`config.mk`:
```
export PLATFORM = sky130hd
export DESIGN_NAME = line_raster_depth_intensity_core
export DESIGN_NICKNAME = d
export VERILOG_FILES = /design/src/lrdi_pkg.sv /design/src/lrdi_div.sv /design/src/lrdi_fifo.sv /design/src/lrdi_front.sv /design/src/lrdi_back.sv /design/src/line_raster_depth_intensity_core.sv
export VERILOG_INCLUDE_DIRS = /design/src /design/src/src
export SDC_FILE = /design/constraint.sdc
export NUM_CORES = 2
export LEC_CHECK = 0
export BUFFER_PORTS_ARGS = -buffer_cell sky130_fd_sc_hd__buf_2
export CORE_MARGIN = 1
export CORE_UTILIZATION = 50
export CTS_CLUSTER_SIZE = 10
export DETAILED_ROUTE_END_ITERATION = 6
export PLACE_DENSITY = 0.77
export RECOVER_POWER = 50
export SLEW_MARGIN = 20
export SYNTH_ARGS = -nofsm -noshare
export SYNTH_HDL_FRONTEND = slang
export SYNTH_HIERARCHICAL = 1
export SYNTH_SLANG_ARGS = --single-unit
```
`constraint.sdc`:
```
create_clock -name clock -period 31.3 [get_ports clock]
set_input_delay 6.26 -clock clock [delete_from_list [all_inputs] [get_ports clock]]
set_output_delay 6.26 -clock clock [all_outputs]
set_load 0.01 [all_outputs]
```
`src/line_raster_depth_intensity_core_defines.svh`:
```
// assertion macros shared by the line raster core modules
// no dependencies; included by the files that carry assertions
`ifndef LINE_RASTER_DEPTH_INTENSITY_CORE_DEFINES_SVH
`define LINE_RASTER_DEPTH_INTENSITY_CORE_DEFINES_SVH

// same-cycle implication, sampled on the rising clock edge
`define LRDI_ASSERT_IMP(lbl, clk, rst, ante, cons, msg) \
   lbl: assert property (@(posedge clk) disable iff (rst) (ante) |-> (cons)) else $error(msg);

// next-cycle implication, sampled on the rising clock edge
`define LRDI_ASSERT_NEXT(lbl, clk, rst, ante, cons, msg) \
   lbl: assert property (@(posedge clk) disable iff (rst) (ante) |=> (cons)) else $error(msg);

`endif

```
`src/lrdi_pkg.sv`:
```
// shared codes, constants and types of the line raster core
// no dependencies
`default_nettype none
package lrdi_pkg;
   // item opcodes, also used as queue entry kinds
   localparam logic OP_START = 1'b0;
   localparam logic OP_TICK  = 1'b1;

   // configuration register indexes
   localparam int CSR_IDX_W = 2;
   localparam logic [CSR_IDX_W-1:0] REG_BUF_WIDTH  = 2'd0;
   localparam logic [CSR_IDX_W-1:0] REG_BUF_HEIGHT = 2'd1;
   localparam logic [CSR_IDX_W-1:0] REG_DEPTH_EN   = 2'd2;
   localparam int CSR_DATA_W = 13;
   localparam int BUF_W      = 13;
   localparam logic [BUF_W-1:0] BUF_RESET = 13'd1024;

   // emit phases of a line
   localparam logic [1:0] PH_A    = 2'd0;
   localparam logic [1:0] PH_B    = 2'd1;
   localparam logic [1:0] PH_WALK = 2'd2;

   // intensity and colour formats
   localparam int INTEN_W = 9;
   localparam logic [INTEN_W-1:0] INTEN_MAX = 9'd256;
   localparam int CH_W    = 8;
   localparam int COLOR_W = 24;

   // divider status seen by the front
   typedef struct packed {
      logic busy;
      logic done;
   } div_stat_type;
endpackage
`default_nettype wire

```
`src/lrdi_div.sv`:
```
// unsigned restoring divider, one quotient bit per cycle
// depends on lrdi_pkg
`default_nettype none
module lrdi_div #(
   parameter int DW = 28,
   parameter int LW = 12
) (
   input  wire logic          clock,
   input  wire logic          reset,
   input  wire logic          start,
   input  wire logic [DW-1:0] dividend,
   input  wire logic [LW-1:0] divisor,
   output logic [DW-1:0]      quotient,
   output lrdi_pkg::div_stat_type stat
);
   localparam int CNT_W = $clog2(DW + 1);

   logic [CNT_W-1:0] cnt_ff, cnt_in;
   logic [DW-1:0]    quo_ff, quo_in;
   logic [LW-1:0]    rem_ff, rem_in;
   logic [LW-1:0]    div_ff, div_in;
   logic             done_ff, done_in;
   logic [LW:0]      trial;

   // operand load on start, else one shift-subtract step
   always_comb begin
      trial   = {rem_ff, quo_ff[DW-1]};
      cnt_in  = cnt_ff;
      quo_in  = quo_ff;
      rem_in  = rem_ff;
      div_in  = div_ff;
      done_in = 1'b0;
      if (start) begin
         cnt_in = CNT_W'(DW);
         quo_in = dividend;
         rem_in = '0;
         div_in = divisor;
      end else if (cnt_ff != '0) begin
         if (trial >= {1'b0, div_ff}) begin
            rem_in = LW'(trial - {1'b0, div_ff});
            quo_in = {quo_ff[DW-2:0], 1'b1};
         end else begin
            rem_in = trial[LW-1:0];
            quo_in = {quo_ff[DW-2:0], 1'b0};
         end
         cnt_in = cnt_ff - 1'b1;
         if (cnt_ff == CNT_W'(1)) begin
            done_in = 1'b1;
         end
      end
   end

   always_ff @(posedge clock) begin
      if (reset) begin
         cnt_ff  <= '0;
         done_ff <= 1'b0;
      end else begin
         cnt_ff  <= cnt_in;
         done_ff <= done_in;
      end
      quo_ff <= quo_in;
      rem_ff <= rem_in;
      div_ff <= div_in;
   end

   assign quotient  = quo_ff;
   assign stat.busy = (cnt_ff != '0);
   assign stat.done = done_ff;
endmodule
`default_nettype wire

```
`src/lrdi_fifo.sv`:
```
// two-entry queue between front and back
// depends on line_raster_depth_intensity_core_defines.svh
`default_nettype none
`include "line_raster_depth_intensity_core_defines.svh"
module lrdi_fifo #(
   parameter int WIDTH = 8
) (
   input  wire logic             clock,
   input  wire logic             reset,
   input  wire logic             push,
   input  wire logic [WIDTH-1:0] push_data,
   output logic                  full,
   input  wire logic             pop,
   output logic [WIDTH-1:0]      pop_data,
   output logic                  empty
);
   logic [WIDTH-1:0] slot_ff [2];
   logic             wr_ptr_ff, wr_ptr_in;
   logic             rd_ptr_ff, rd_ptr_in;
   logic [1:0]       count_ff, count_in;

   // pointer and fill bookkeeping
   always_comb begin
      wr_ptr_in = wr_ptr_ff ^ push;
      rd_ptr_in = rd_ptr_ff ^ pop;
      count_in  = count_ff + {1'b0, push} - {1'b0, pop};
   end

   always_ff @(posedge clock) begin
      if (reset) begin
         wr_ptr_ff <= 1'b0;
         rd_ptr_ff <= 1'b0;
         count_ff  <= 2'd0;
      end else begin
         wr_ptr_ff <= wr_ptr_in;
         rd_ptr_ff <= rd_ptr_in;
         count_ff  <= count_in;
      end
      if (push) begin
         slot_ff[wr_ptr_ff] <= push_data;
      end
   end

   assign full     = (count_ff == 2'd2);
   assign empty    = (count_ff == 2'd0);
   assign pop_data = slot_ff[rd_ptr_ff];

   `LRDI_ASSERT_IMP(a_no_overflow, clock, reset, push, count_ff != 2'd2, "push into full queue")
   `LRDI_ASSERT_IMP(a_no_underflow, clock, reset, pop, count_ff != 2'd0, "pop from empty queue")
   `LRDI_ASSERT_NEXT(a_fill_kept, clock, reset, push && !pop, count_ff != 2'd0, "pushed entry lost")
endmodule
`default_nettype wire

```
`src/lrdi_front.sv`:
```
// front: accepts items, classifies lines and computes slopes with the divider
// depends on lrdi_pkg, lrdi_div and the defines header
`default_nettype none
`include "line_raster_depth_intensity_core_defines.svh"
module lrdi_front #(
   parameter int C = 12,
   parameter int F = 16,
   parameter int D = 16,
   parameter int EW = 8
) (
   input  wire logic                  clock,
   input  wire logic                  reset,
   input  wire logic                  req_valid,
   output logic                       req_ready,
   input  wire logic                  req_op,
   input  wire logic signed [C-1:0]   req_a_col,
   input  wire logic signed [C-1:0]   req_a_row,
   input  wire logic signed [D-1:0]   req_a_depth,
   input  wire logic signed [C-1:0]   req_b_col,
   input  wire logic signed [C-1:0]   req_b_row,
   input  wire logic signed [D-1:0]   req_b_depth,
   input  wire logic [8:0]            req_a_intensity,
   input  wire logic [8:0]            req_b_intensity,
   input  wire logic [23:0]           req_base_color,
   input  wire logic signed [C:0]     req_offset_col,
   input  wire logic signed [C:0]     req_offset_row,
   output logic                       q_push,
   output logic [EW-1:0]              q_data,
   input  wire logic                  q_full
);
   localparam int DW = ((C > D) ? C : D) + F;
   localparam logic [1:0] F_IDLE = 2'd0;
   localparam logic [1:0] F_DIV  = 2'd1;
   localparam logic [1:0] F_PUSH = 2'd2;
   localparam logic [1:0] SEL_MINOR = 2'd0;
   localparam logic [1:0] SEL_DEPTH = 2'd1;
   localparam logic [1:0] SEL_INTEN = 2'd2;

   logic [1:0] state_ff, state_in;
   logic [1:0] sel_ff, sel_in;
   logic       go_ff, go_in;

   logic [C-1:0]  a_col_ff, a_row_ff, b_col_ff, b_row_ff;
   logic [D-1:0]  a_dep_ff, b_dep_ff;
   logic [F:0]    a_int_ff, b_int_ff;
   logic [23:0]   color_ff;
   logic [C:0]    offc_ff, offr_ff;
   logic          mic_ff, swap_ff;
   logic [C-1:0]  len_ff, mag_min_ff;
   logic [D-1:0]  mag_dep_ff;
   logic [F:0]    mag_int_ff;
   logic          neg_min_ff, neg_dep_ff, neg_int_ff;
   logic [F+1:0]  min_step_ff, min_step_in;
   logic [D+F+1:0] dep_step_ff, dep_step_in;
   logic [F+1:0]  int_step_ff, int_step_in;

   logic [8:0]    ia_c, ib_c;
   logic [F:0]    ia_fx, ib_fx;
   logic [C:0]    dc, dr;
   logic [C-1:0]  adc, adr;
   logic [D:0]    dd;
   logic [9:0]    di;
   logic [8:0]    mag_di;
   logic          mic, swap;
   logic          accept, acc_start, acc_tick;
   logic [DW-1:0] dividend, quotient;
   logic          len_zero;
   lrdi_pkg::div_stat_type div_stat;

   // classify the line from the incoming item
   always_comb begin
      ia_c  = (req_a_intensity > lrdi_pkg::INTEN_MAX) ? lrdi_pkg::INTEN_MAX : req_a_intensity;
      ib_c  = (req_b_intensity > lrdi_pkg::INTEN_MAX) ? lrdi_pkg::INTEN_MAX : req_b_intensity;
      ia_fx = (F+1)'(ia_c) << (F - 8);
      ib_fx = (F+1)'(ib_c) << (F - 8);
      dc    = {req_b_col[C-1], req_b_col} - {req_a_col[C-1], req_a_col};
      dr    = {req_b_row[C-1], req_b_row} - {req_a_row[C-1], req_a_row};
      adc   = dc[C] ? C'(-dc) : dc[C-1:0];
      adr   = dr[C] ? C'(-dr) : dr[C-1:0];
      mic   = !(adr > adc);
      swap  = mic ? dc[C] : dr[C];
      dd    = {req_b_depth[D-1], req_b_depth} - {req_a_depth[D-1], req_a_depth};
      di    = {1'b0, ib_c} - {1'b0, ia_c};
      mag_di = di[9] ? 9'(-di) : di[8:0];
   end

   assign req_ready = (state_ff == F_IDLE) && !q_full;
   assign accept    = req_valid && req_ready;
   assign acc_start = accept && (req_op == lrdi_pkg::OP_START);
   assign acc_tick  = accept && (req_op == lrdi_pkg::OP_TICK);

   // divider operand select
   always_comb begin
      unique case (sel_ff)
         SEL_MINOR: dividend = DW'({mag_min_ff, {F{1'b0}}});
         SEL_DEPTH: dividend = DW'({mag_dep_ff, {F{1'b0}}});
         default:   dividend = DW'(mag_int_ff);
      endcase
   end

   lrdi_div #(.DW(DW), .LW(C)) u_div (
      .clock    (clock),
      .reset    (reset),
      .start    (go_ff),
      .dividend (dividend),
      .divisor  (len_ff),
      .quotient (quotient),
      .stat     (div_stat)
   );

   assign len_zero = (len_ff == '0);

   // signed slopes from the unsigned quotient
   always_comb begin
      min_step_in = min_step_ff;
      dep_step_in = dep_step_ff;
      int_step_in = int_step_ff;
      if (div_stat.done) begin
         unique case (sel_ff)
            SEL_MINOR: begin
               min_step_in = len_zero ? '0 : (F+2)'(quotient[F:0]);
               if (neg_min_ff) min_step_in = -min_step_in;
            end
            SEL_DEPTH: begin
               dep_step_in = len_zero ? '0 : (D+F+2)'(quotient);
               if (neg_dep_ff) dep_step_in = -dep_step_in;
            end
            default: begin
               int_step_in = len_zero ? '0 : (F+2)'(quotient[F:0]);
               if (neg_int_ff) int_step_in = -int_step_in;
            end
         endcase
      end
   end

   // sequencer over the three divisions
   always_comb begin
      state_in = state_ff;
      sel_in   = sel_ff;
      go_in    = 1'b0;
      unique case (state_ff)
         F_IDLE: begin
            if (acc_start) begin
               state_in = F_DIV;
               sel_in   = SEL_MINOR;
               go_in    = 1'b1;
            end
         end
         F_DIV: begin
            if (div_stat.done) begin
               if (sel_ff == SEL_INTEN) begin
                  state_in = F_PUSH;
               end else begin
                  sel_in = sel_ff + 2'd1;
                  go_in  = 1'b1;
               end
            end
         end
         F_PUSH: begin
            if (!q_full) state_in = F_IDLE;
         end
         default: state_in = F_IDLE;
      endcase
   end

   always_ff @(posedge clock) begin
      if (reset) begin
         state_ff <= F_IDLE;
         sel_ff   <= SEL_MINOR;
         go_ff    <= 1'b0;
      end else begin
         state_ff <= state_in;
         sel_ff   <= sel_in;
         go_ff    <= go_in;
      end
      min_step_ff <= min_step_in;
      dep_step_ff <= dep_step_in;
      int_step_ff <= int_step_in;
      if (acc_start) begin
         a_col_ff   <= req_a_col;
         a_row_ff   <= req_a_row;
         a_dep_ff   <= req_a_depth;
         b_col_ff   <= req_b_col;
         b_row_ff   <= req_b_row;
         b_dep_ff   <= req_b_depth;
         a_int_ff   <= ia_fx;
         b_int_ff   <= ib_fx;
         color_ff   <= req_base_color;
         offc_ff    <= req_offset_col;
         offr_ff    <= req_offset_row;
         mic_ff     <= mic;
         swap_ff    <= swap;
         len_ff     <= mic ? adc : adr;
         mag_min_ff <= mic ? adr : adc;
         neg_min_ff <= (mic ? dr[C] : dc[C]) ^ swap;
         mag_dep_ff <= dd[D] ? D'(-dd) : dd[D-1:0];
         neg_dep_ff <= dd[D] ^ swap;
         mag_int_ff <= (F+1)'(mag_di) << (F - 8);
         neg_int_ff <= di[9] ^ swap;
      end
   end

   // queue transfer: ticks pass straight, starts after the slopes
   assign q_push = acc_tick || ((state_ff == F_PUSH) && !q_full);
   assign q_data = acc_tick ? {lrdi_pkg::OP_TICK, (EW-1)'(0)} :
                   {lrdi_pkg::OP_START, a_col_ff, a_row_ff, a_dep_ff, a_int_ff,
                    b_col_ff, b_row_ff, b_dep_ff, b_int_ff, color_ff, offc_ff, offr_ff,
                    mic_ff, swap_ff, min_step_ff, dep_step_ff, int_step_ff};

   `LRDI_ASSERT_IMP(a_done_in_div, clock, reset, div_stat.done, state_ff == F_DIV, "divider done outside division")
endmodule
`default_nettype wire

```
`src/lrdi_back.sv`:
```
// back: walks the line and produces one registered pixel per tick on an active line
// depends on lrdi_pkg and the defines header
`default_nettype none
`include "line_raster_depth_intensity_core_defines.svh"
module lrdi_back #(
   parameter int C = 12,
   parameter int F = 16,
   parameter int D = 16,
   parameter int EW = 8
) (
   input  wire logic                 clock,
   input  wire logic                 reset,
   input  wire logic                 csr_wr_en,
   input  wire logic [1:0]           csr_index,
   input  wire logic [12:0]          csr_wdata,
   input  wire logic                 q_empty,
   input  wire logic [EW-1:0]        q_data,
   output logic                      q_pop,
   output logic                      rsp_valid,
   input  wire logic                 rsp_ready,
   output logic signed [C+1:0]       rsp_pix_col,
   output logic signed [C+1:0]       rsp_pix_row,
   output logic [7:0]                rsp_red,
   output logic [7:0]                rsp_green,
   output logic [7:0]                rsp_blue,
   output logic signed [D-1:0]       rsp_depth,
   output logic                      rsp_visible,
   output logic                      rsp_depth_write,
   output logic                      rsp_last
);
   localparam int CW  = C + 2;
   localparam int MW  = C + F + 3;
   localparam int DAW = D + F + 2;
   localparam int IAW = F + 3;
   localparam int VW  = (CW > lrdi_pkg::BUF_W) ? CW : lrdi_pkg::BUF_W;

   // unpacked queue entry
   logic          e_kind;
   logic [C-1:0]  e_a_col, e_a_row, e_b_col, e_b_row;
   logic [D-1:0]  e_a_dep, e_b_dep;
   logic [F:0]    e_a_int, e_b_int;
   logic [23:0]   e_color;
   logic [C:0]    e_offc, e_offr;
   logic          e_mic, e_swap;
   logic [F+1:0]  e_min_step, e_int_step;
   logic [D+F+1:0] e_dep_step;

   assign {e_kind, e_a_col, e_a_row, e_a_dep, e_a_int, e_b_col, e_b_row, e_b_dep, e_b_int,
           e_color, e_offc, e_offr, e_mic, e_swap, e_min_step, e_dep_step,
           e_int_step} = q_data;

   // configuration registers
   logic [12:0] bw_ff, bh_ff;
   logic        den_ff;

   // line state
   logic           active_ff, active_in;
   logic [1:0]     phase_ff, phase_in;
   logic           mic_ff, mic_in;
   logic [C:0]     mpos_ff, mpos_in, mend_ff, mend_in;
   logic [MW-1:0]  macc_ff, macc_in;
   logic [DAW-1:0] dacc_ff, dacc_in;
   logic [IAW-1:0] iacc_ff, iacc_in;
   logic [F+1:0]   mstep_ff, mstep_in, istep_ff, istep_in;
   logic [DAW-1:0] dstep_ff, dstep_in;
   logic [C-1:0]   ep_col_ff [2], ep_row_ff [2];
   logic [D-1:0]   ep_dep_ff [2];
   logic [F:0]     ep_int_ff [2];
   logic [23:0]    color_ff;
   logic [C:0]     offc_ff, offr_ff;

   // output register
   logic           ov_ff, ov_in;
   logic [CW-1:0]  o_col_ff, o_row_ff;
   logic [7:0]     o_r_ff, o_g_ff, o_b_ff;
   logic [D-1:0]   o_dep_ff;
   logic           o_vis_ff, o_dw_ff, o_last_ff;

   logic           take, is_start, emit;
   logic           lo;
   logic [C-1:0]   lo_col, lo_row, hi_col, hi_row, lo_minor;
   logic           sel;
   logic [F:0]     iclamp, pix_int;
   logic [MW-1:0]  msum, mbias;
   logic [DAW-1:0] dbias;
   logic [CW-1:0]  pcol, prow, minor_pix, major_pix;
   logic [D-1:0]   pdep;
   logic           plast, pvis;
   logic [F+8:0]   pr, pg, pb;

   assign take     = !q_empty && (!ov_ff || rsp_ready);
   assign q_pop    = take;
   assign is_start = (e_kind == lrdi_pkg::OP_START);
   assign emit     = take && !is_start && active_ff;

   // low end of the new line along the major axis
   always_comb begin
      lo     = e_swap;
      lo_col = lo ? e_b_col : e_a_col;
      lo_row = lo ? e_b_row : e_a_row;
      hi_col = lo ? e_a_col : e_b_col;
      hi_row = lo ? e_a_row : e_b_row;
      lo_minor = e_mic ? lo_row : lo_col;
   end

   // pixel of the current tick
   always_comb begin
      sel = phase_ff[0];
      if (iacc_ff[IAW-1]) begin
         iclamp = '0;
      end else if (iacc_ff > IAW'({1'b1, {F{1'b0}}})) begin
         iclamp = {1'b1, {F{1'b0}}};
      end else begin
         iclamp = iacc_ff[F:0];
      end
      msum  = macc_ff + {{(MW-C-1-F){(mic_ff ? offr_ff[C] : offc_ff[C])}},
                         (mic_ff ? offr_ff : offc_ff), {F{1'b0}}};
      mbias = msum + {{(MW-F){1'b0}}, {F{msum[MW-1]}}};
      minor_pix = mbias[F+CW-1:F];
      dbias = dacc_ff + {{(DAW-F){1'b0}}, {F{dacc_ff[DAW-1]}}};
      major_pix = {mpos_ff[C], mpos_ff} + (mic_ff ? {offc_ff[C], offc_ff} : {offr_ff[C], offr_ff});
      plast = ($signed(mpos_ff) >= $signed(mend_ff));
      if (phase_ff == lrdi_pkg::PH_WALK) begin
         pcol    = mic_ff ? major_pix : minor_pix;
         prow    = mic_ff ? minor_pix : major_pix;
         pdep    = dbias[F+D-1:F];
         pix_int = iclamp;
      end else begin
         pcol    = {{2{ep_col_ff[sel][C-1]}}, ep_col_ff[sel]} + {offc_ff[C], offc_ff};
         prow    = {{2{ep_row_ff[sel][C-1]}}, ep_row_ff[sel]} + {offr_ff[C], offr_ff};
         pdep    = ep_dep_ff[sel];
         pix_int = ep_int_ff[sel];
         plast   = 1'b0;
      end
      pvis = !pcol[CW-1] && !prow[CW-1] &&
             (VW'(pcol[CW-2:0]) < VW'(bw_ff)) && (VW'(prow[CW-2:0]) < VW'(bh_ff));
      pr = color_ff[23:16] * pix_int;
      pg = color_ff[15:8]  * pix_int;
      pb = color_ff[7:0]   * pix_int;
   end

   // state update per queue transfer
   always_comb begin
      active_in = active_ff;
      phase_in  = phase_ff;
      mic_in    = mic_ff;
      mpos_in   = mpos_ff;
      mend_in   = mend_ff;
      macc_in   = macc_ff;
      dacc_in   = dacc_ff;
      iacc_in   = iacc_ff;
      mstep_in  = mstep_ff;
      dstep_in  = dstep_ff;
      istep_in  = istep_ff;
      if (take && is_start) begin
         active_in = 1'b1;
         phase_in  = lrdi_pkg::PH_A;
         mic_in    = e_mic;
         mpos_in   = e_mic ? {lo_col[C-1], lo_col} : {lo_row[C-1], lo_row};
         mend_in   = e_mic ? {hi_col[C-1], hi_col} : {hi_row[C-1], hi_row};
         macc_in   = {{(MW-C-F){lo_minor[C-1]}}, lo_minor, {F{1'b0}}};
         dacc_in   = lo ? {{2{e_b_dep[D-1]}}, e_b_dep, {F{1'b0}}}
                        : {{2{e_a_dep[D-1]}}, e_a_dep, {F{1'b0}}};
         iacc_in   = {2'b00, (lo ? e_b_int : e_a_int)};
         mstep_in  = e_min_step;
         dstep_in  = e_dep_step;
         istep_in  = e_int_step;
      end else if (emit) begin
         if (phase_ff == lrdi_pkg::PH_WALK) begin
            macc_in = macc_ff + {{(MW-F-2){mstep_ff[F+1]}}, mstep_ff};
            dacc_in = dacc_ff + dstep_ff;
            iacc_in = {2'b00, iclamp} + {istep_ff[F+1], istep_ff};
            mpos_in = mpos_ff + 1'b1;
            if (plast) active_in = 1'b0;
         end else begin
            phase_in = (phase_ff == lrdi_pkg::PH_A) ? lrdi_pkg::PH_B : lrdi_pkg::PH_WALK;
         end
      end
   end

   assign ov_in = emit || (ov_ff && !rsp_ready);

   always_ff @(posedge clock) begin
      if (reset) begin
         bw_ff     <= lrdi_pkg::BUF_RESET;
         bh_ff     <= lrdi_pkg::BUF_RESET;
         den_ff    <= 1'b1;
         active_ff <= 1'b0;
         phase_ff  <= lrdi_pkg::PH_A;
         ov_ff     <= 1'b0;
      end else begin
         if (csr_wr_en) begin
            unique case (csr_index)
               lrdi_pkg::REG_BUF_WIDTH:  bw_ff  <= csr_wdata;
               lrdi_pkg::REG_BUF_HEIGHT: bh_ff  <= csr_wdata;
               lrdi_pkg::REG_DEPTH_EN:   den_ff <= csr_wdata[0];
               default: ;
            endcase
         end
         active_ff <= active_in;
         phase_ff  <= phase_in;
         ov_ff     <= ov_in;
      end
      mic_ff   <= mic_in;
      mpos_ff  <= mpos_in;
      mend_ff  <= mend_in;
      macc_ff  <= macc_in;
      dacc_ff  <= dacc_in;
      iacc_ff  <= iacc_in;
      mstep_ff <= mstep_in;
      dstep_ff <= dstep_in;
      istep_ff <= istep_in;
      if (take && is_start) begin
         ep_col_ff[0] <= e_a_col;
         ep_row_ff[0] <= e_a_row;
         ep_dep_ff[0] <= e_a_dep;
         ep_int_ff[0] <= e_a_int;
         ep_col_ff[1] <= e_b_col;
         ep_row_ff[1] <= e_b_row;
         ep_dep_ff[1] <= e_b_dep;
         ep_int_ff[1] <= e_b_int;
         color_ff     <= e_color;
         offc_ff      <= e_offc;
         offr_ff      <= e_offr;
      end
      if (emit) begin
         o_col_ff  <= pcol;
         o_row_ff  <= prow;
         o_r_ff    <= pr[F+7:F];
         o_g_ff    <= pg[F+7:F];
         o_b_ff    <= pb[F+7:F];
         o_dep_ff  <= pdep;
         o_vis_ff  <= pvis;
         o_dw_ff   <= pvis && den_ff;
         o_last_ff <= plast;
      end
   end

   assign rsp_valid       = ov_ff;
   assign rsp_pix_col     = o_col_ff;
   assign rsp_pix_row     = o_row_ff;
   assign rsp_red         = o_r_ff;
   assign rsp_green       = o_g_ff;
   assign rsp_blue        = o_b_ff;
   assign rsp_depth       = o_dep_ff;
   assign rsp_visible     = o_vis_ff;
   assign rsp_depth_write = o_dw_ff;
   assign rsp_last        = o_last_ff;

   `LRDI_ASSERT_IMP(a_emit_room, clock, reset, emit, !ov_ff || rsp_ready, "pixel overwrites pending result")
endmodule
`default_nettype wire

```
`src/line_raster_depth_intensity_core.sv`:
```
// line raster core: ticks on an active line emit one pixel per cycle when the
// output is ready; each passes through the queue and then the output register.
// a start item holds the input while the serial divider computes the three slopes.
// synchronous active-high reset: no line active, empty queue, registers at defaults.
`default_nettype none
module line_raster_depth_intensity_core #(
   parameter int COORD_BITS = 12,
   parameter int FRAC_BITS  = 16,
   parameter int DEPTH_BITS = 16
) (
   input  wire logic                          clock,
   input  wire logic                          reset,
   input  wire logic                          csr_wr_en,
   input  wire logic [1:0]                    csr_index,
   input  wire logic [12:0]                   csr_wdata,
   input  wire logic                          req_valid,
   output logic                               req_ready,
   input  wire logic                          req_op,
   input  wire logic signed [COORD_BITS-1:0]  req_a_col,
   input  wire logic signed [COORD_BITS-1:0]  req_a_row,
   input  wire logic signed [DEPTH_BITS-1:0]  req_a_depth,
   input  wire logic signed [COORD_BITS-1:0]  req_b_col,
   input  wire logic signed [COORD_BITS-1:0]  req_b_row,
   input  wire logic signed [DEPTH_BITS-1:0]  req_b_depth,
   input  wire logic [8:0]                    req_a_intensity,
   input  wire logic [8:0]                    req_b_intensity,
   input  wire logic [23:0]                   req_base_color,
   input  wire logic signed [COORD_BITS:0]    req_offset_col,
   input  wire logic signed [COORD_BITS:0]    req_offset_row,
   output logic                               rsp_valid,
   input  wire logic                          rsp_ready,
   output logic signed [COORD_BITS+1:0]       rsp_pix_col,
   output logic signed [COORD_BITS+1:0]       rsp_pix_row,
   output logic [7:0]                         rsp_red,
   output logic [7:0]                         rsp_green,
   output logic [7:0]                         rsp_blue,
   output logic signed [DEPTH_BITS-1:0]       rsp_depth,
   output logic                               rsp_visible,
   output logic                               rsp_depth_write,
   output logic                               rsp_last
);
   localparam int C  = COORD_BITS;
   localparam int F  = FRAC_BITS;
   localparam int D  = DEPTH_BITS;
   localparam int EW = 1 + 2 * (2 * C + D + F + 1) + 24 + 2 * (C + 1) + 2
                       + (F + 2) + (D + F + 2) + (F + 2);

   logic          q_push, q_full, q_pop, q_empty;
   logic [EW-1:0] q_wdata, q_rdata;

   lrdi_front #(.C(C), .F(F), .D(D), .EW(EW)) u_front (
      .clock           (clock),
      .reset           (reset),
      .req_valid       (req_valid),
      .req_ready       (req_ready),
      .req_op          (req_op),
      .req_a_col       (req_a_col),
      .req_a_row       (req_a_row),
      .req_a_depth     (req_a_depth),
      .req_b_col       (req_b_col),
      .req_b_row       (req_b_row),
      .req_b_depth     (req_b_depth),
      .req_a_intensity (req_a_intensity),
      .req_b_intensity (req_b_intensity),
      .req_base_color  (req_base_color),
      .req_offset_col  (req_offset_col),
      .req_offset_row  (req_offset_row),
      .q_push          (q_push),
      .q_data          (q_wdata),
      .q_full          (q_full)
   );

   lrdi_fifo #(.WIDTH(EW)) u_fifo (
      .clock     (clock),
      .reset     (reset),
      .push      (q_push),
      .push_data (q_wdata),
      .full      (q_full),
      .pop       (q_pop),
      .pop_data  (q_rdata),
      .empty     (q_empty)
   );

   lrdi_back #(.C(C), .F(F), .D(D), .EW(EW)) u_back (
      .clock           (clock),
      .reset           (reset),
      .csr_wr_en       (csr_wr_en),
      .csr_index       (csr_index),
      .csr_wdata       (csr_wdata),
      .q_empty         (q_empty),
      .q_data          (q_rdata),
      .q_pop           (q_pop),
      .rsp_valid       (rsp_valid),
      .rsp_ready       (rsp_ready),
      .rsp_pix_col     (rsp_pix_col),
      .rsp_pix_row     (rsp_pix_row),
      .rsp_red         (rsp_red),
      .rsp_green       (rsp_green),
      .rsp_blue        (rsp_blue),
      .rsp_depth       (rsp_depth),
      .rsp_visible     (rsp_visible),
      .rsp_depth_write (rsp_depth_write),
      .rsp_last        (rsp_last)
   );
endmodule
`default_nettype wire

```
[Word-level counts from Yosys, hierarchy flattened]
Memories as Yosys holds them, arrays and structs flattened. A register that Yosys moved wholly into a read port is not among the register bits.
Index checks and enable logic that the tools add are counted.
Word-level totals
  word-level logic and storage cells: 269
  memories: 5
  output and inout bits: 73
  flip-flop bits (word level): 677
  memory bits (writable): 588
  input bits: 169
Memories
  u_fifo.slot_ff: depth 2, width 237, rd ports 1, clocked after memory_dff 1, wr ports 1, RTL line lrdi_fifo.sv:17  | logic [WIDTH-1:0] slot_ff [2];
  u_back.ep_int_ff: depth 2, width 17, rd ports 1, clocked after memory_dff 1, wr ports 2, RTL line lrdi_back.sv:68  | logic [F:0] ep_int_ff [2];
  u_back.ep_dep_ff: depth 2, width 16, rd ports 1, clocked after memory_dff 1, wr ports 2, RTL line lrdi_back.sv:67  | logic [D-1:0] ep_dep_ff [2];
  u_back.ep_col_ff: depth 2, width 12, rd ports 1, clocked after memory_dff 1, wr ports 2, RTL line lrdi_back.sv:66  | logic [C-1:0] ep_col_ff [2], ep_row_ff [2];
  u_back.ep_row_ff: depth 2, width 12, rd ports 1, clocked after memory_dff 1, wr ports 2, RTL line lrdi_back.sv:66
Operators by class
  reduce and logical (&&, ||, !) cells: 52
  multipliers: 3
  muxes and demuxes: 88
  equality and inequality tests: 14
  bitwise logic cells: 10
  add/sub/neg operators: 25
  order comparisons: 8
Operator list (number)
  237-bit 2-to-1 mux: 1
  34-bit 2-to-1 mux: 5
  17-bit 2-to-1 mux: 8
  12-bit 2-to-1 mux: 10
  32-bit 2-to-1 mux: 3
  31-bit 2-to-1 mux: 3
  13-bit 2-to-1 mux: 6
  8-bit by 17-bit multiplier with 24-bit output: 3
  14-bit 2-to-1 mux: 5
  32-bit one-hot mux with 2 select lines: 1
  31-bit adder: 2
  18-bit 2-to-1 mux: 2
  34-bit adder: 1
  34-bit negator: 1
  32-bit by 16-bit adder with 32-bit output: 1
  16-bit 2-to-1 mux: 2
  30-bit by 16-bit adder with 30-bit output: 1
  12-bit by 13-bit adder with 14-bit output: 2
  9-bit 2-to-1 mux: 3
  13-bit less-than comparator: 2
  1-bit 2-to-1 mux: 26
  12-bit by 12-bit subtractor with 13-bit output: 2
  12-bit negator: 2
  18-bit by 18-bit adder with 19-bit output: 1
  41 further kinds: 107

[Logic depth before layout (Yosys ltp)]
  depth after elaboration: 10
  depth in mapped cells: 30
  gate-level depth less buffers: 28

[Cells and area by module]
Netlist, hierarchy kept.
By module, submodules not included
  lrdi_back: area each 37186.9 µm², times used 1, cells each 3590, sequential area each 12922.4 µm²
  lrdi_fifo: area each 17411.7 µm², times used 1, cells each 756, sequential area each 14313.7 µm²
  lrdi_front: area each 15942.8 µm², times used 1, cells each 1469, sequential area each 8267.9 µm²
  lrdi_div: area each 3226.8 µm², times used 1, cells each 281, sequential area each 1701.6 µm²

[Least setup slack after synthesis]
OpenSTA, ideal clock, no wires.
  kind: input -> register
  start point: input port rsp_ready
  end point: register u_back.color_ff[0] (enable)
  stages: 5
  buffers on the path: 1
  required time: 30.591 ns
  path slack: 16.829 ns
  library setup time: 0.709 ns
  arrival: 13.762 ns
  cell sequence: nand2b_1 > nor2b_1 > nand2b_1 > inv_2 > clkbuf_1
Between the ends
  cells in the longest elaborated chain, start to end: 3
RTL lines
  start, declared: RTL line line_raster_depth_intensity_core.sv:31  | input wire logic rsp_ready,
  1-bit logical OR: RTL line lrdi_back.sv:91  | assign take = !q_empty && (!ov_ff || rsp_ready);
  1-bit logical AND: RTL line lrdi_back.sv:91
  via q_pop: RTL line line_raster_depth_intensity_core.sv:48  | logic q_push, q_full, q_pop, q_empty;
  1-bit logical AND: RTL line lrdi_back.sv:213  | if (take && is_start) begin
  end signal, assigned: RTL line lrdi_back.sv:222  | color_ff <= e_color;
  end, declared: RTL line lrdi_back.sv:69  | logic [23:0] color_ff;
The timed path passes the listed nets, and every way through them passes these cells.
A chain may end at the register's enable or synchronous reset.

[Worst setup path in the final report]
  start point: input port req_b_col[0]
  end point: register u_front.mag_min_ff[4] (data pin)
Between the ends
  cells in the longest elaborated chain, start to end: 5
RTL lines
  start, declared: RTL line line_raster_depth_intensity_core.sv:22  | input wire logic signed [COORD_BITS-1:0] req_b_col,
  12-bit by 12-bit subtractor with 13-bit output (*): RTL line lrdi_front.sv:76  | dc = {req_b_col[C-1], req_b_col} - {req_a_col[C-1], req_a_col};
  12-bit negator: RTL line lrdi_front.sv:78  | adc = dc[C] ? C'(-dc) : dc[C-1:0];
  12-bit 2-to-1 mux (*): RTL line lrdi_front.sv:78
  12-bit > comparator: RTL line lrdi_front.sv:80  | mic = !(adr > adc);
  12-bit 2-to-1 mux (*): RTL line lrdi_front.sv:194  | mag_min_ff <= mic ? adr : adc;
  end signal, assigned: RTL line lrdi_front.sv:194
  end, declared: RTL line lrdi_front.sv:49  | logic [C-1:0] len_ff, mag_min_ff;
Mark *: on every way between the ends. The rest lies on a longest branch, timed or not.

==> qor.log <==
[clocking] postcts setup bufs 0
[pwr] cell area power density 119 mW/mm^2
[global_routing] number of global-route vias before repair 47.7k
[critical_path] Worst EP arrival 12.04 ns
[critical_path] startpoint of the worst setup timing path req_b_col[0]
[critical_path] maximum fanout count along the critical path 16
[route] DR WL/cell 20.6 um
[logic_synthesis] post-synthesis cell type count 115
[clocking] number of clock sinks 1265
[critical_path] Critical Path End Type flip-flop
[route] vias per cell 5.71
[critical_path] sort of element at the start of the critical path input port
[sta] Fmax achieved 0.0868 GHz
[route] via count 47.5k
[critical_path] launch point of the worst reg-to-reg path u_fifo/rd_ptr_ff$_SDFF_PP0_
[logic_synthesis] number of warnings issued by yosys 6
[sta] max_slew headroom -295%
[sta] final max-slew violation count 1036
[route] final routed DRC violation total 2
[cells_and_area] number of standard cells in the final layout excluding fillers 8316
[critical_path] worst path required time 31.81 ns
[worst_hold_path] number of stages on the worst hold path 2
[cells_and_area] area growth from synthesis to final layout 9.77%
[clocking] clock tree root driver cell clkbuf_16
[sta] min Tclk post-route 11.53 ns
[route] count of TritonRoute iterations in the first routing pass 7
[worst_hold_path] path class of the lowest-slack min-delay path flip-flop to flip-flop
[sta] final total negative setup slack 0 ns
[floorplan] Std-Cell Core Area 0.146 mm^2
[sta] slew at the pin with the worst max-slew slack 5.92 ns
[pwr] part of the total power dissipated in combinational logic 55.9%
[global_routing] global-route wire length before repair 267 mm
[sta] Final Skew 0.0772 ns
[sta] Final Hold Violating Endpoints 0
[logic_synthesis] EDFF count, synth 1187
[clocking] clock tree buffer depth 3
[clocking] CTS resizes 0
[clocking] number of levels the H-tree was split into 4
[logic_synthesis] Post-Syn Instances 6096
[status] run status finished with violations
[placed_design] gp weighted congestion 0.939
[logic_synthesis] synthesized area per cell 12.1 um^2
[floorplan] initial core utilization 50.5%
[critical_path] critical path type input port to flip-flop
[global_routing] pin count of the biggest net entering global routing 102
[floorplan] total I/O pin count 242
[critical_path] endpoint of the worst register-to-register path u_back/iacc_ff[9]$_DFFE_PP_
[critical_path] CP cell instances clkbuf_1 -> inv_1 -> ha_1 -> fa_1 -> nand2b_1 -> a21oi_1 -> o221a_2 -> o41a_1 -> a2111oi_0 -> a21oi_1 -> nor2_1 -> xnor2_1 -> ha_1 -> nand4_1 -> or2_2 -> nor2_1 -> o22a_1 -> inv_1 -> mux2i_1
[sta] final number of setup-violating endpoints 0
[floorplan] number of rows in the core area 140
[critical_path] endpoint of the most critical setup path u_front/mag_min_ff[4]$_DFFE_PP_
[clocking] hold buffers post-CTS 0
[status] violations in the final reports design-rule violations, max-capacitance violations, max-slew violations
[pwr] largest vdd supply drop 0.124 mV
[critical_path] r2r worst-path depth 6
[logic_synthesis] fraction of registers with async set/reset 0%
[pwr] leakage power figure 0.0312 uW
[route] wire length after detailed routing 171 mm
[placed_design] Port Buffer Count 241
[clocking] CTS tree yes
[critical_path] reg2reg setup slack 21.97 ns
[pwr] P_sw 4050 uW
[cells_and_area] fraction of layout cells with a size suffix above 1 10.9%
[run] maximum capacitance violations 23
[sta] Tcrit/Tclk final 36.8%
[clocking] clock network latency to the later pin of the worst-skew pair 0.81 ns
[clocking] clock slew at reported path FFs 0.05 ns
[floorplan] Total Die Area 0.149 mm^2
[sta] unrepaired setup endpoints after global routing no
[global_routing] sum of overflow across all layers after global routing 0
[global_routing] number of antenna violations at the first check in global routing 20
[placed_design] instance count after placement with tap cells included 8080
[route] initial detailed-routing violation count 3783
[logic_synthesis] top_reg_cell synth edfxtp_1
[pwr] sequential cell fraction of total power 27.5%
[floorplan] vertical die dimension 386 um
[critical_path] Slowest Stage Delay on Critical Path 0.79 ns
[logic_synthesis] area of the mapped netlist 0.0738 mm^2
[route] DRT antenna net count 0
[critical_path] slowest CP cell o22a_1
[floorplan] die span in x 386 um
[placed_design] detailed-placement wirelength estimate 122 mm
[clocking] TritonCTS Buffers 151
[pwr] share of power burned in the clock network 16.6%
[global_routing] Overall Global Routing Usage 23.1%
[logic_synthesis] Yosys reg bits 1265
[pwr] switching share of power 42.1%
[logic_synthesis] sequential area share after synthesis 50.4%
[cells_and_area] count of nets after finishing 7169
[pwr] Internal Dissipation 5570 uW
-- worst max-delay path: cells and delay by family --
family | cells | cell delay, ns
mux | 1 | 0.25
simple gates | 5 | 0.82
xor+xnor | 1 | 0.51
fa+ha+maj | 3 | 0.85
buf+inv | 3 | 0.79
compound gates | 6 | 2.56
-- cells in the final DEF, fill, tap and decap left out, drive strengths merged, types with 22 or more instances in the layout --
cell	instances
edfxtp	1187
inv	539
and2	468
nand2	463
ha	408
mux2	329
a21oi	293
clkbuf	281
fa	276
nor2	240
o21ai	221
buf	207
xnor2	152
xor2	135
nor2b	108
nand3	96
a21o	91
mux2i	90
dfxtp	78
nor3	70
nand2b	49
o21a	47
a211oi	44
nand4	34
and3	29
mux4	28
clkinv	28
a31oi	27
o31ai	25
or3	25
conb	24
o211ai	22
nor4	22
-- power by group through the flow --
stage	Clock, uW	Combinational (uW)	Sequential, uW
6_report	1600	5370	2650
5_1_grt	1700	6120	2680
2_1_floorplan	0	4110	2600
3_3_place_gp	0	5120	2660
4_1_cts	1630	5410	2640
3_5_place_dp	0	5340	2670
-- flip-flops by register name, summed over array words and instances, names as in the netlist, 24 cells and up, named ones only --
register / cells
u_fifo/slot_ff: 474
u_back/dacc_ff: 34
u_back/dstep_ff: 34
u_back/ep_int_ff: 34
u_front/dep_step_ff: 34
u_back/ep_dep_ff: 32
u_front/u_div/quotient: 32
u_back/macc_ff: 31
u_back/color_ff: 24
u_back/ep_col_ff: 24
u_back/ep_row_ff: 24
u_front/color_ff: 24
-- cells in the mapped netlist, types with 69 or more instances --
master | n | area share, %
edfxtp_1 | 1187 | 48
inv_1 | 536 | 2.7
and2_1 | 468 | 4.0
nand2_1 | 463 | 2.4
ha_1 | 408 | 6.9
mux2_2 | 327 | 5.0
a21oi_1 | 289 | 2.0
fa_1 | 276 | 7.5
nor2_1 | 237 | 1.2
o21ai_0 | 196 | 1.3
clkbuf_1 | 176 | 0.90
xnor2_1 | 152 | 1.8
xor2_1 | 135 | 1.6
nor2b_1 | 107 | 0.91
nand3_1 | 95 | 0.64
a21o_1 | 91 | 0.93
mux2i_1 | 90 | 1.2
dfxtp_1 | 78 | 2.1
nor3_1 | 69 | 0.47
-- cell type report --
| cell class | instances | area, um^2 |
|---|---|---|
| Timing Repair Buffer | 295 | 1470 |
| Tap cell | 1917 | 2400 |
| Fill cell | 11900 | 65100 |
| Sequential cell | 1265 | 37200 |
| Antenna cell | 11 | 27.5 |
| Clock inverter | 32 | 500 |
| Clock buffer | 193 | 3980 |
| Inverter | 540 | 2040 |
| Multi-Input combinational cell | 4063 | 33400 |
-- worst min path at each step --
| stage | startpoint | slack [ns] | endpoint |
|---|---|---|---|
| global placement | u_back/bw_ff[4]$_SDFFE_PP0P_ | 0.44 | u_back/bw_ff[4]$_SDFFE_PP0P_ |
| CTS | u_back/bw_ff[1]$_SDFFE_PP0P_ | 0.46 | u_back/bw_ff[1]$_SDFFE_PP0P_ |
| detailed placement | u_front/len_ff[3]$_DFFE_PP_ | 0.44 | u_front/u_div/div_ff[3]$_DFFE_PP_ |
| finish | u_back/bh_ff[8]$_SDFFE_PP0P_ | 0.46 | u_back/bh_ff[8]$_SDFFE_PP0P_ |
| global route | u_back/bh_ff[6]$_SDFFE_PP0P_ | 0.47 | u_back/bh_ff[6]$_SDFFE_PP0P_ |
| floorplan | u_front/len_ff[0]$_DFFE_PP_ | 0.43 | u_front/u_div/div_ff[0]$_DFFE_PP_ |
-- metal layers --
| metal | up-vias | GRT usage (%) | part of all wire (%) |
|---|---|---|---|
| li1 | 22000 | - | - |
| met1 | 23500 | 31.2 | 43 |
| met4 | 8 | 7.23 | 2.9 |
| met2 | 1611 | 38.2 | 48 |
| met5 | - | 0 | 0.026 |
| met3 | 307 | 3.86 | 6.6 |
-- stage by stage --
stage          area [um^2]  setup WS, ns  hold slack, ns  utilization [%]  power (uW)
2_1_floorplan        73900         16.83           0.427                -        6710
3_5_place_dp         76700         19.09           0.439             52.5        8020
4_1_cts              81200         19.89           0.457             55.6        9680
3_3_place_gp         76700         19.17           0.443             52.5        7790
5_1_grt              81000         19.39           0.473             55.4       10500
6_report             81000         19.77           0.456             55.4        9620
-- cell families after synthesis --
logic type / count (synthesis) / synth area share [%]
other: 1 / 0.00508
and+or+nand+nor: 1658 / 11.6
muxes: 447 / 7.11
DFF: 1265 / 50.4
buffers and inverters: 791 / 4.45
AOI/OAI and AO/OA: 962 / 8.52
adders and majority gates: 684 / 14.4
xor gates and xnor gates: 288 / 3.44
No activity file was read; power rests on OpenSTA's default activity.
